`config.mk`:
```
export PLATFORM = sky130hd
export DESIGN_NAME = tcp_packet_fault_dropper_unit_flat
export DESIGN_NICKNAME = d
export VERILOG_FILES = /design/src/hdl/tpfd_pkg.sv /design/src/hdl/tpfd_frame_if.sv /design/src/hdl/tpfd_verdict_if.sv /design/src/hdl/tcp_packet_fault_dropper_unit.sv /design/src/hdl/tpfd_queue.sv /design/src/hdl/tpfd_front.sv /design/src/hdl/tpfd_back.sv /design/src/flat_wrapper.sv
export VERILOG_INCLUDE_DIRS = /design/src /design/src/hdl
export SDC_FILE = /design/constraint.sdc
export NUM_CORES = 1
export LEC_CHECK = 0
export BUFFER_PORTS_ARGS = -buffer_cell sky130_fd_sc_hd__buf_2
export CORE_MARGIN = 4
export CORE_UTILIZATION = 40
export DETAILED_ROUTE_END_ITERATION = 10
export PLACE_DENSITY = 0.56
export SLEW_MARGIN = 20
export SYNTH_ARGS = -nofsm -noshare
export SYNTH_HDL_FRONTEND = slang
export SYNTH_SLANG_ARGS = --single-unit
```
`constraint.sdc`:
```
create_clock -name clk -period 11 [get_ports clk]
set_clock_uncertainty 0.2 [all_clocks]
set_input_delay 2.2 -clock clk [delete_from_list [all_inputs] [get_ports clk]]
set_output_delay 2.2 -clock clk [all_outputs]
set_load 0.005 [all_outputs]
```
`src/hdl/tcp_packet_fault_dropper_unit_assert.svh`:
```
// assertion macros shared by the dropper modules
`ifndef TCP_PACKET_FAULT_DROPPER_UNIT_ASSERT_SVH
`define TCP_PACKET_FAULT_DROPPER_UNIT_ASSERT_SVH

// check that is switched off while reset is high
`define TPFD_CHECK(lbl, clk_s, rst_s, prop, msg) \
  lbl: assert property (@(posedge clk_s) disable iff (rst_s) prop) else $error(msg);

// check that holds through reset as well
`define TPFD_CHECK_ALWAYS(lbl, clk_s, prop, msg) \
  lbl: assert property (@(posedge clk_s) prop) else $error(msg);

`endif

```
`src/hdl/tpfd_pkg.sv`:
```
// types, codes and constants of the tcp fault dropper
`timescale 1ns / 1ps
package tpfd_pkg;

  localparam int TPFD_COUNTER_BITS = 32;

  // frame classes
  localparam logic [2:0] CLS_NONE   = 3'd0;
  localparam logic [2:0] CLS_SYN    = 3'd1;
  localparam logic [2:0] CLS_SYNACK = 3'd2;
  localparam logic [2:0] CLS_FIN    = 3'd3;
  localparam logic [2:0] CLS_ACK    = 3'd4;
  localparam logic [2:0] CLS_DATA   = 3'd5;

  // class counter slots
  localparam int NUM_COUNTERS = 4;
  localparam logic [1:0] CNT_SYN    = 2'd0;
  localparam logic [1:0] CNT_SYNACK = 2'd1;
  localparam logic [1:0] CNT_FIN    = 2'd2;
  localparam logic [1:0] CNT_DATA   = 2'd3;

  // configuration register indexes
  localparam int CFG_ADDR_W = 5;
  localparam logic [2:0] REG_SYN_FIRST    = 3'd0;
  localparam logic [2:0] REG_SYNACK_FIRST = 3'd1;
  localparam logic [2:0] REG_FIN_FIRST    = 3'd2;
  localparam logic [2:0] REG_ACK_PERCENT  = 3'd3;
  localparam logic [2:0] REG_DATA_INDEX   = 3'd4;
  localparam logic [2:0] REG_DATA_PERCENT = 3'd5;

  // header layout
  localparam logic [15:0] POS_ETYPE_HI   = 16'd12;
  localparam logic [15:0] POS_ETYPE_LO   = 16'd13;
  localparam logic [15:0] POS_IP_VER_IHL = 16'd14;
  localparam logic [15:0] POS_IP_LEN_HI  = 16'd16;
  localparam logic [15:0] POS_IP_LEN_LO  = 16'd17;
  localparam logic [15:0] POS_IP_PROTO   = 16'd23;
  localparam logic [6:0]  ETH_HDR_LEN    = 7'd14;
  localparam logic [15:0] TCP_DOFF_OFS   = 16'd12;
  localparam logic [15:0] TCP_FLAGS_OFS  = 16'd13;
  localparam logic [6:0]  ETH_TCP_MIN    = 7'd34;
  localparam logic [15:0] MIN_FRAME_LEN  = 16'd54;
  localparam logic [15:0] ETHERTYPE_IPV4 = 16'h0800;
  localparam logic [7:0]  IP_PROTO_TCP   = 8'd6;
  localparam logic [15:0] LEN_MAX        = 16'hFFFF;

  localparam int FLAG_FIN = 0;
  localparam int FLAG_SYN = 1;
  localparam int FLAG_ACK = 4;

  // queue between front and back, depth a power of two
  localparam int QUEUE_PTR_W = 2;
  localparam int QUEUE_DEPTH = 1 << QUEUE_PTR_W;
  localparam int QUEUE_CNT_W = QUEUE_PTR_W + 1;

  typedef struct packed {
    logic [15:0] syn_first;
    logic [15:0] synack_first;
    logic [15:0] fin_first;
    logic [6:0]  ack_percent;
    logic [15:0] data_index;
    logic [6:0]  data_percent;
  } tpfd_cfg_t;

  // classified frame waiting for its verdict
  typedef struct packed {
    logic [2:0]  cls;
    logic [6:0]  rnd;
    logic [15:0] len;
  } tpfd_item_t;

  typedef struct packed {
    logic full;
    logic valid;
  } tpfd_qstat_t;

endpackage

```
`src/hdl/tpfd_frame_if.sv`:
```
// byte channel carrying the outgoing frame
`timescale 1ns / 1ps
interface tpfd_frame_if;
  logic       valid;
  logic       ready;
  logic [7:0] frame_byte;
  logic       frame_end;
  logic [6:0] random_percent;

  modport source (output valid, output frame_byte, output frame_end,
                  output random_percent, input ready);
  modport sink (input valid, input frame_byte, input frame_end,
                input random_percent, output ready);
endinterface

```
`src/hdl/tpfd_verdict_if.sv`:
```
// result channel carrying class, drop decision and length
`timescale 1ns / 1ps
interface tpfd_verdict_if;
  logic        valid;
  logic        ready;
  logic [2:0]  frame_class;
  logic        drop_frame;
  logic [15:0] frame_length;

  modport source (output valid, output frame_class, output drop_frame,
                  output frame_length, input ready);
  modport sink (input valid, input frame_class, input drop_frame,
                input frame_length, output ready);
endinterface

```
`src/hdl/tcp_packet_fault_dropper_unit.sv`:
```
// top level of the tcp fault dropper
`timescale 1ns / 1ps
// Takes outgoing ethernet frames one byte per word on the frame channel and
// returns one word on the verdict channel per frame (class, drop decision,
// saturated byte count), issued for the byte marked frame_end. Throughput is
// one byte per cycle with no gap between frames while the queue is not full.
// The front captures header fields as bytes stream by and classifies the
// frame on its last byte; the result goes into a four-entry queue, and the
// back pops it once the verdict register is empty or being taken, bumps the
// saturating class counter and registers the verdict. The frame channel only
// stalls when four verdicts are queued while the output is held by the sink.
// Six configuration registers sit on the apb port at byte addresses 0x00 to
// 0x14; they are meant to be written while no frame is in flight. Class
// counters clear on reset only.
module tcp_packet_fault_dropper_unit
  import tpfd_pkg::*;
#(
  parameter int COUNTER_BITS = TPFD_COUNTER_BITS
) (
  input  logic                  clk,
  input  logic                  rst,
  tpfd_frame_if.sink            frame,
  tpfd_verdict_if.source        verdict,
  input  logic                  psel,
  input  logic                  penable,
  input  logic                  pwrite,
  input  logic [CFG_ADDR_W-1:0] paddr,
  input  logic [31:0]           pwdata,
  output logic [31:0]           prdata,
  output logic                  pready
);

  tpfd_cfg_t   cfg;
  tpfd_qstat_t qstat;
  tpfd_item_t  push_item;
  tpfd_item_t  pop_item;
  logic        push;
  logic        pop;
  logic        cfg_write;
  logic [2:0]  reg_idx;

  // register file, one 32-bit slot per register
  assign pready    = 1'b1;
  assign reg_idx   = paddr[CFG_ADDR_W-1:2];
  assign cfg_write = psel && penable && pwrite && pready;

  always_ff @(posedge clk) begin
    if (rst) begin
      cfg <= '0;
    end else if (cfg_write) begin
      unique case (reg_idx)
        REG_SYN_FIRST:    cfg.syn_first    <= pwdata[15:0];
        REG_SYNACK_FIRST: cfg.synack_first <= pwdata[15:0];
        REG_FIN_FIRST:    cfg.fin_first    <= pwdata[15:0];
        REG_ACK_PERCENT:  cfg.ack_percent  <= pwdata[6:0];
        REG_DATA_INDEX:   cfg.data_index   <= pwdata[15:0];
        REG_DATA_PERCENT: cfg.data_percent <= pwdata[6:0];
        default: begin
          // writes past the register list are ignored
        end
      endcase
    end
  end

  always_comb begin
    unique case (reg_idx)
      REG_SYN_FIRST:    prdata = {16'd0, cfg.syn_first};
      REG_SYNACK_FIRST: prdata = {16'd0, cfg.synack_first};
      REG_FIN_FIRST:    prdata = {16'd0, cfg.fin_first};
      REG_ACK_PERCENT:  prdata = {25'd0, cfg.ack_percent};
      REG_DATA_INDEX:   prdata = {16'd0, cfg.data_index};
      REG_DATA_PERCENT: prdata = {25'd0, cfg.data_percent};
      default:          prdata = '0;
    endcase
  end

  // byte capture and classification
  tpfd_front u_front (
    .clk       (clk),
    .rst       (rst),
    .frame     (frame),
    .qstat     (qstat),
    .push      (push),
    .push_item (push_item)
  );

  // classified frames waiting for a verdict
  tpfd_queue u_queue (
    .clk       (clk),
    .rst       (rst),
    .push      (push),
    .push_item (push_item),
    .pop       (pop),
    .pop_item  (pop_item),
    .stat      (qstat)
  );

  // counters and drop decision
  tpfd_back #(
    .COUNTER_BITS (COUNTER_BITS)
  ) u_back (
    .clk     (clk),
    .rst     (rst),
    .cfg     (cfg),
    .qstat   (qstat),
    .item    (pop_item),
    .pop     (pop),
    .verdict (verdict)
  );

endmodule

```
`src/hdl/tpfd_queue.sv`:
```
// short queue of classified frames between front and back
`timescale 1ns / 1ps
module tpfd_queue
  import tpfd_pkg::*;
(
  input  logic        clk,
  input  logic        rst,
  input  logic        push,
  input  tpfd_item_t  push_item,
  input  logic        pop,
  output tpfd_item_t  pop_item,
  output tpfd_qstat_t stat
);

  tpfd_item_t             slots [QUEUE_DEPTH];
  logic [QUEUE_PTR_W-1:0] wr_ptr;
  logic [QUEUE_PTR_W-1:0] rd_ptr;
  logic [QUEUE_CNT_W-1:0] fill;

  assign stat.full  = (fill == QUEUE_CNT_W'(QUEUE_DEPTH));
  assign stat.valid = (fill != '0);
  assign pop_item   = slots[rd_ptr];

  always_ff @(posedge clk) begin
    if (push) begin
      slots[wr_ptr] <= push_item;
    end
  end

  always_ff @(posedge clk) begin
    if (rst) begin
      wr_ptr <= '0;
      rd_ptr <= '0;
      fill   <= '0;
    end else begin
      if (push) begin
        wr_ptr <= wr_ptr + 1'b1;
      end
      if (pop) begin
        rd_ptr <= rd_ptr + 1'b1;
      end
      if (push && !pop) begin
        fill <= fill + 1'b1;
      end else if (pop && !push) begin
        fill <= fill - 1'b1;
      end
    end
  end

`include "tcp_packet_fault_dropper_unit_assert.svh"

  `TPFD_CHECK(a_no_overflow, clk, rst, push |-> !stat.full || pop, "push into full queue")
  `TPFD_CHECK(a_no_underflow, clk, rst, pop |-> stat.valid, "pop from empty queue")
  `TPFD_CHECK(a_fill_bound, clk, rst, fill <= QUEUE_CNT_W'(QUEUE_DEPTH), "queue fill past depth")

endmodule

```
`src/hdl/tpfd_front.sv`:
```
// byte capture and end-of-frame classification
`timescale 1ns / 1ps
module tpfd_front
  import tpfd_pkg::*;
(
  input  logic        clk,
  input  logic        rst,
  tpfd_frame_if.sink  frame,
  input  tpfd_qstat_t qstat,
  output logic        push,
  output tpfd_item_t  push_item
);

  logic [15:0] byte_position;
  logic [15:0] ether_type_seen;
  logic [3:0]  ip_header_words;
  logic [7:0]  ip_protocol_seen;
  logic [15:0] ip_total_length;
  logic [3:0]  tcp_header_words;
  logic [7:0]  tcp_flag_bits;

  logic [15:0] etype_next;
  logic [3:0]  ihl_next;
  logic [7:0]  proto_next;
  logic [15:0] total_next;
  logic [3:0]  doff_next;
  logic [15:0] flags_pos;
  logic [15:0] doff_pos;
  logic [7:0]  flags_next;
  logic [15:0] len_next;
  logic [6:0]  tcp_base;
  logic [6:0]  hdr_len;
  logic [6:0]  min_len;
  logic        hdr_ok;
  logic        has_payload;
  logic [2:0]  cls;
  logic        accept;

  assign frame.ready = !qstat.full;
  assign accept      = frame.valid && frame.ready;

  // fields including the byte in flight
  always_comb begin
    etype_next = ether_type_seen;
    ihl_next   = ip_header_words;
    proto_next = ip_protocol_seen;
    total_next = ip_total_length;
    doff_next  = tcp_header_words;
    flags_next = tcp_flag_bits;
    tcp_base   = ETH_HDR_LEN + {1'b0, ip_header_words, 2'b00};
    doff_pos   = {9'd0, tcp_base} + TCP_DOFF_OFS;
    flags_pos  = {9'd0, tcp_base} + TCP_FLAGS_OFS;
    if (byte_position == POS_ETYPE_HI) etype_next[15:8] = frame.frame_byte;
    if (byte_position == POS_ETYPE_LO) etype_next[7:0] = frame.frame_byte;
    if (byte_position == POS_IP_VER_IHL) ihl_next = frame.frame_byte[3:0];
    if (byte_position == POS_IP_LEN_HI) total_next[15:8] = frame.frame_byte;
    if (byte_position == POS_IP_LEN_LO) total_next[7:0] = frame.frame_byte;
    if (byte_position == POS_IP_PROTO) proto_next = frame.frame_byte;
    // tcp header may overlap the ip header when ihl is small
    if (byte_position > POS_IP_VER_IHL && byte_position == doff_pos) begin
      doff_next = frame.frame_byte[7:4];
    end
    if (byte_position > POS_IP_VER_IHL && byte_position == flags_pos) begin
      flags_next = frame.frame_byte;
    end
    len_next = (byte_position == LEN_MAX) ? byte_position : byte_position + 16'd1;
  end

  // classification on the last byte
  always_comb begin
    hdr_len     = {1'b0, ihl_next, 2'b00} + {1'b0, doff_next, 2'b00};
    min_len     = ETH_TCP_MIN + {1'b0, ihl_next, 2'b00};
    hdr_ok      = (len_next >= MIN_FRAME_LEN) && (etype_next == ETHERTYPE_IPV4) &&
                  (proto_next == IP_PROTO_TCP) && (len_next >= {9'd0, min_len}) &&
                  (total_next >= {9'd0, hdr_len});
    has_payload = (total_next != {9'd0, hdr_len});
    priority if (!hdr_ok) begin
      cls = CLS_NONE;
    end else if (flags_next[FLAG_SYN] && flags_next[FLAG_ACK]) begin
      cls = CLS_SYNACK;
    end else if (flags_next[FLAG_SYN]) begin
      cls = CLS_SYN;
    end else if (flags_next[FLAG_FIN]) begin
      cls = CLS_FIN;
    end else if (has_payload) begin
      cls = CLS_DATA;
    end else if (flags_next[FLAG_ACK]) begin
      cls = CLS_ACK;
    end else begin
      cls = CLS_NONE;
    end
  end

  assign push          = accept && frame.frame_end;
  assign push_item.cls = cls;
  assign push_item.rnd = frame.random_percent;
  assign push_item.len = len_next;

  always_ff @(posedge clk) begin
    if (rst || push) begin
      byte_position    <= '0;
      ether_type_seen  <= '0;
      ip_header_words  <= '0;
      ip_protocol_seen <= '0;
      ip_total_length  <= '0;
      tcp_header_words <= '0;
      tcp_flag_bits    <= '0;
    end else if (accept) begin
      byte_position    <= len_next;
      ether_type_seen  <= etype_next;
      ip_header_words  <= ihl_next;
      ip_protocol_seen <= proto_next;
      ip_total_length  <= total_next;
      tcp_header_words <= doff_next;
      tcp_flag_bits    <= flags_next;
    end
  end

endmodule

```
`src/hdl/tpfd_back.sv`:
```
// class counters, drop decision and result register
`timescale 1ns / 1ps
module tpfd_back
  import tpfd_pkg::*;
#(
  parameter int COUNTER_BITS = TPFD_COUNTER_BITS
) (
  input  logic          clk,
  input  logic          rst,
  input  tpfd_cfg_t     cfg,
  input  tpfd_qstat_t   qstat,
  input  tpfd_item_t    item,
  output logic          pop,
  tpfd_verdict_if.source verdict
);

  localparam logic [COUNTER_BITS-1:0] CNT_TOP = '1;

  logic [COUNTER_BITS-1:0] counters [NUM_COUNTERS];
  logic [COUNTER_BITS-1:0] cnt_bumped;
  logic [1:0]              cnt_idx;
  logic                    counted;
  logic [15:0]             first_limit;
  logic                    drop;

  assign pop = qstat.valid && (!verdict.valid || verdict.ready);

  always_comb begin
    cnt_idx     = CNT_SYN;
    counted     = 1'b0;
    first_limit = '0;
    unique case (item.cls)
      CLS_SYN: begin
        cnt_idx     = CNT_SYN;
        counted     = 1'b1;
        first_limit = cfg.syn_first;
      end
      CLS_SYNACK: begin
        cnt_idx     = CNT_SYNACK;
        counted     = 1'b1;
        first_limit = cfg.synack_first;
      end
      CLS_FIN: begin
        cnt_idx     = CNT_FIN;
        counted     = 1'b1;
        first_limit = cfg.fin_first;
      end
      CLS_DATA: begin
        cnt_idx = CNT_DATA;
        counted = 1'b1;
      end
      default: begin
        counted = 1'b0;
      end
    endcase
    cnt_bumped = (counters[cnt_idx] == CNT_TOP) ? CNT_TOP : counters[cnt_idx] + 1'b1;
  end

  always_comb begin
    unique case (item.cls)
      CLS_SYN, CLS_SYNACK, CLS_FIN: begin
        drop = (first_limit != '0) && (cnt_bumped <= COUNTER_BITS'(first_limit));
      end
      CLS_ACK: begin
        drop = item.rnd < cfg.ack_percent;
      end
      CLS_DATA: begin
        drop = ((cfg.data_index != '0) && (cnt_bumped == COUNTER_BITS'(cfg.data_index))) ||
               (item.rnd < cfg.data_percent);
      end
      default: begin
        drop = 1'b0;
      end
    endcase
  end

  always_ff @(posedge clk) begin
    if (rst) begin
      for (int i = 0; i < NUM_COUNTERS; i++) begin
        counters[i] <= '0;
      end
    end else if (pop && counted) begin
      counters[cnt_idx] <= cnt_bumped;
    end
  end

  always_ff @(posedge clk) begin
    if (rst) begin
      verdict.valid <= 1'b0;
    end else if (pop) begin
      verdict.valid <= 1'b1;
    end else if (verdict.ready) begin
      verdict.valid <= 1'b0;
    end
  end

  always_ff @(posedge clk) begin
    if (pop) begin
      verdict.frame_class  <= item.cls;
      verdict.drop_frame   <= drop;
      verdict.frame_length <= item.len;
    end
  end

`include "tcp_packet_fault_dropper_unit_assert.svh"

  `TPFD_CHECK(a_none_kept, clk, rst, verdict.valid && verdict.frame_class == CLS_NONE |-> !verdict.drop_frame, "unclassified frame dropped")
  `TPFD_CHECK(a_data_cnt_mono, clk, rst, !$past(rst) |-> counters[CNT_DATA] >= $past(counters[CNT_DATA]), "data counter went down")
  `TPFD_CHECK(a_syn_cnt_mono, clk, rst, !$past(rst) |-> counters[CNT_SYN] >= $past(counters[CNT_SYN]), "syn counter went down")
  `TPFD_CHECK(a_pop_loads, clk, rst, pop |=> verdict.valid, "popped frame not presented")

endmodule

```
`src/flat_wrapper.sv`:
```
// flat-port wrapper written by rule: the top's interface ports become plain ports
module tcp_packet_fault_dropper_unit_flat import tpfd_pkg::*;
#(
  parameter int COUNTER_BITS = TPFD_COUNTER_BITS
)
  (clk, rst, psel, penable, pwrite, paddr, pwdata, prdata, pready, frame_valid, frame_frame_byte, frame_frame_end, frame_random_percent, frame_ready, verdict_valid, verdict_frame_class, verdict_drop_frame, verdict_frame_length, verdict_ready);
  tpfd_frame_if frame_i ();
  tpfd_verdict_if verdict_i ();
  input  logic clk;
  input  logic rst;
  input  logic psel;
  input  logic penable;
  input  logic pwrite;
  input  logic [CFG_ADDR_W-1:0] paddr;
  input  logic [31:0] pwdata;
  output logic [31:0] prdata;
  output logic pready;
  input wire logic [$bits(frame_i.valid)-1:0] frame_valid;
  input wire logic [$bits(frame_i.frame_byte)-1:0] frame_frame_byte;
  input wire logic [$bits(frame_i.frame_end)-1:0] frame_frame_end;
  input wire logic [$bits(frame_i.random_percent)-1:0] frame_random_percent;
  output wire logic [$bits(frame_i.ready)-1:0] frame_ready;
  output wire logic [$bits(verdict_i.valid)-1:0] verdict_valid;
  output wire logic [$bits(verdict_i.frame_class)-1:0] verdict_frame_class;
  output wire logic [$bits(verdict_i.drop_frame)-1:0] verdict_drop_frame;
  output wire logic [$bits(verdict_i.frame_length)-1:0] verdict_frame_length;
  input wire logic [$bits(verdict_i.ready)-1:0] verdict_ready;
  assign frame_i.valid = frame_valid;
  assign frame_i.frame_byte = frame_frame_byte;
  assign frame_i.frame_end = frame_frame_end;
  assign frame_i.random_percent = frame_random_percent;
  assign frame_ready = frame_i.ready;
  assign verdict_valid = verdict_i.valid;
  assign verdict_frame_class = verdict_i.frame_class;
  assign verdict_drop_frame = verdict_i.drop_frame;
  assign verdict_frame_length = verdict_i.frame_length;
  assign verdict_i.ready = verdict_ready;
  tcp_packet_fault_dropper_unit #(.COUNTER_BITS(COUNTER_BITS)) u_core (.clk(clk), .rst(rst), .frame(frame_i), .verdict(verdict_i), .psel(psel), .penable(penable), .pwrite(pwrite), .paddr(paddr), .pwdata(pwdata), .prdata(prdata), .pready(pready));
endmodule
```
==> flow_summary.json <==
{
  "die_h_um": 236,
  "synth_edf_count": 252,
  "ys_seq_area_share_pct": 51.3,
  "timing.final.crit_share_pct": 71.3,
  "routabilityCongestion": 0.888,
  "period_needed_ps": 7840,
  "die_x_um": 236,
  "routed_wl_mm": 55.7,
  "min-delay-start": "u_core.u_front.tcp_flag_bits[0]",
  "synth_largest_area_cell": "edfxtp_1",
  "die_area_mm2": 0.0557,
  "crit_slowest_cell": "mux4_2",
  "antenna_found_initial": 2,
  "irDropWorstVdd_mv": 0.116,
  "cts_tree": "yes",
  "place_hpwl_mm": 35.5,
  "setup_tns_ps": 0,
  "drcViolationCount": 0,
  "switching_share_pct": 34.6,
  "routedWlPerCell_um": 20.3,
  "max-clock-path-buffers": 3,
  "status": "finished clean",
  "final.fill_count": 4884,
  "critPathMaxFanout": 34,
  "hold_violations": 0,
  "syn2layout_area_growth_pct": 11.5,
  "reg2reg_to": "u_core.u_back.verdict.drop_frame",
  "p_leak_nw": 8.33,
  "fin_util_pct": 45.1,
  "syn_area_mm2": 0.0208,
  "root_buffer": "clkbuf_16",
  "clk_latency_ps": 590,
  "combPwrFrac_pct": 32.1,
  "powerDensity_mw_per_mm2": 218,
  "p_int_mw": 3.30,
  "cts_buffers": 45,
  "async_flop_share_pct": 0,
  "ys_ff_latch": 407,
  "grt_pass1_vias": 14888,
  "max_stage_delay_ps": 650,
  "cp-end-kind": "flip-flop",
  "hold-path-endpoint": "u_core.u_front.tcp_flag_bits[0]",
  "cts_setup_buffers": 0,
  "startpoint_type": "flip-flop",
  "synth_area_leaders": "edfxtp_1 36%, dfxtp_1 15%, mux2i_1 5.7%",
  "nets": 2144,
  "cts_sinks": 407,
  "fmax_ghz": 0.127,
  "htree_levels": 2,
  "slew_violations": 0,
  "cts.repair.resized": 0,
  "synthCells": 1999,
  "drtAntennaViolNets": 0,
  "grt_max_degree": 91,
  "clk_pin_slew_ps": 60,
  "grt_pass1_wl_mm": 86.4,
  "drive_gt1_share_pct": 13.0,
  "yosysUniqueCellTypes": 95,
  "hold-worst-slack_ps": 261,
  "crit_buf_inv": 6,
  "arrival_ps": 8090,
  "r2r_slack_ps": 3160,
  "slew_headroom_pct": 27.0,
  "critPathKind": "flip-flop to flip-flop",
  "grt_overflow_total": 0,
  "fp-row-count": 83,
  "min_path_cells": 2,
  "firstDrtPassIters": 8,
  "yosys.area.top_type_share_pct": 36.4,
  "ys_warn_count": 0,
  "drt_iter0_markers": 1250,
  "hold_buffers": 0,
  "p_clk_share_pct": 30.9,
  "rsz0062_at_grt": "no",
  "viasPerCell": 5.56,
  "start_util_pct": 40.4,
  "synth_flop_cell": "edfxtp_1",
  "grt.total_usage_pct": 19.4,
  "max-cap-violations": 0,
  "num_vias": 15257,
  "boundaryPins": 115,
  "reg2reg_depth": 28,
  "worstPathRequired_ps": 11250,
  "synth_area_per_cell_um2": 10.4,
  "path_common_cell": "o21a_1",
  "power.switching_mw": 1.75,
  "setup_viol_count_final": 0,
  "max_slew.worst_pin.slew_ps": 1090,
  "io_buffers": 79,
  "seq_power_share_pct": 37.0,
  "cp_top_family": "simple AND/OR/NAND/NOR gates",
  "hold_class": "flip-flop to flip-flop",
  "core_area_mm2": 0.0514
}
## Yosys cell counts (10+ instances only)
| cell type | count |
|---|---|
| nor2_1 | 273 |
| edfxtp_1 | 252 |
| nand2_1 | 225 |
| dfxtp_1 | 155 |
| a21oi_1 | 121 |
| mux2i_1 | 119 |
| clkbuf_1 | 83 |
| inv_1 | 55 |
| ha_1 | 54 |
| o21ai_0 | 49 |
| nand3_1 | 35 |
| nor3_1 | 31 |
| and3_1 | 28 |
| nor2b_1 | 28 |
| xnor2_1 | 27 |
| xor2_1 | 27 |
| mux4_2 | 25 |
| and2_1 | 23 |
| mux2_2 | 23 |
| buf_4 | 22 |
| a211oi_1 | 20 |
| nand4_1 | 20 |
| nor4_1 | 20 |
| nand2b_1 | 19 |
| a21o_1 | 17 |
| or3_1 | 16 |
| buf_1 | 13 |
| o22ai_1 | 13 |
| a31oi_1 | 12 |
| and4_1 | 12 |
| buf_6 | 11 |
| buf_2 | 10 |
## stage by stage
step	area (um^2)	total power [mW]	worst slack (ps)	instances
global route	23200	5.30	2650	2745
CTS	23100	5.08	3190	2744
detailed placement	21600	3.51	3220	2660
global placement	21600	3.48	3230	2660
floorplan	20800	3.04	5080	2014
finish	23200	5.05	3160	2746
## worst min-delay path: stages (launching register included)
cell and delay (ps):
dfxtp_1 310, nand2_1 50, a21oi_1 50
## cells in the final DEF, fill, tap and decap left out, types with 20 or more instances in the layout
cell	n
buf_4	28
edfxtp_1	252
dfxtp_1	154
and2_1	23
a211oi_1	20
ha_1	54
o21ai_0	49
nor4_1	20
nor2_1	273
a21oi_1	121
mux2i_1	119
buf_2	78
mux2_2	23
mux4_2	25
nand4_1	20
xor2_1	27
nand3_1	35
nand2_1	225
nor3_1	31
and3_1	28
xnor2_1	27
inv_1	55
nor2b_1	28
clkbuf_16	46
## logic make-up (layout without fill, tap and decap cells)
family,Yosys count,count (layout),synth area share [%]
DFF,407,407,51.3
adders and majority gates,56,56,3.44
AOI/OAI and AO/OA,332,332,10.5
other,2,18,0.0361
muxes,168,168,9.76
buffers and inverters,197,248,4.44
xor gates and xnor gates,54,54,2.28
and+or+nand+nor,783,783,18.2
## how the worst max path moves through the flow
stage	to	startpoint	depth (start not counted)
final	u_core.u_back.verdict.drop_frame	flip-flop	28
after global routing	u_core.u_back.verdict.drop_frame	flip-flop	28
after CTS	u_core.u_back.verdict.drop_frame	flip-flop	28
after detailed placement	u_core.u_back.verdict.drop_frame	flip-flop	28
after global placement	u_core.u_back.verdict.drop_frame	flip-flop	28
after floorplan	prdata[3]	paddr[3]	5
## power by group through the flow
stage,Clock [mW],Combinational (mW),Sequential [mW]
CTS,1.59,1.62,1.87
global route,1.65,1.77,1.88
global placement,0,1.58,1.89
detailed placement,0,1.61,1.90
finish,1.56,1.62,1.87
floorplan,0,1.15,1.89
## cell type report
| class | instances | area (um^2) | share of cell area (%) |
|---|---|---|---|
| multi-input cells | 1410 | 9260 | 40.0 |
| flip-flops and latches | 407 | 10700 | 46.1 |
| diodes | 1 | 2.50 | 0.0108 |
| repair buffers | 107 | 621 | 2.68 |
| clock buffers | 61 | 1260 | 5.45 |
| inverters | 57 | 218 | 0.940 |
| clock inverters | 23 | 277 | 1.19 |
| well taps | 680 | 851 | 3.67 |
## layer usage
metal,track usage (%),wire [um]
met4,5.45,1170
met2,32.5,26600
met5,0,13
met1,26.7,25100
met3,2.44,2780
## registers in the layout, indices dropped and copies added, names as in the netlist, named ones only
signal and count:
u_core.u_back.counters 128, u_core.u_queue.slots 104, u_core.cfg 78, u_core.u_back.verdict.frame_length 16, u_core.u_front.byte_position 16, u_core.u_front.ether_type_seen 16
u_core.u_front.ip_total_length 16, u_core.u_front.ip_protocol_seen 8, u_core.u_front.ip_header_words 4, u_core.u_front.tcp_header_words 4, u_core.u_back.verdict.frame_class 3, u_core.u_front.tcp_flag_bits 3
u_core.u_queue.fill 3, u_core.u_queue.rd_ptr 2, u_core.u_queue.wr_ptr 2, u_core.u_back.verdict.drop_frame 1, u_core.u_back.verdict.valid 1
(Power assumes the default switching activity.)
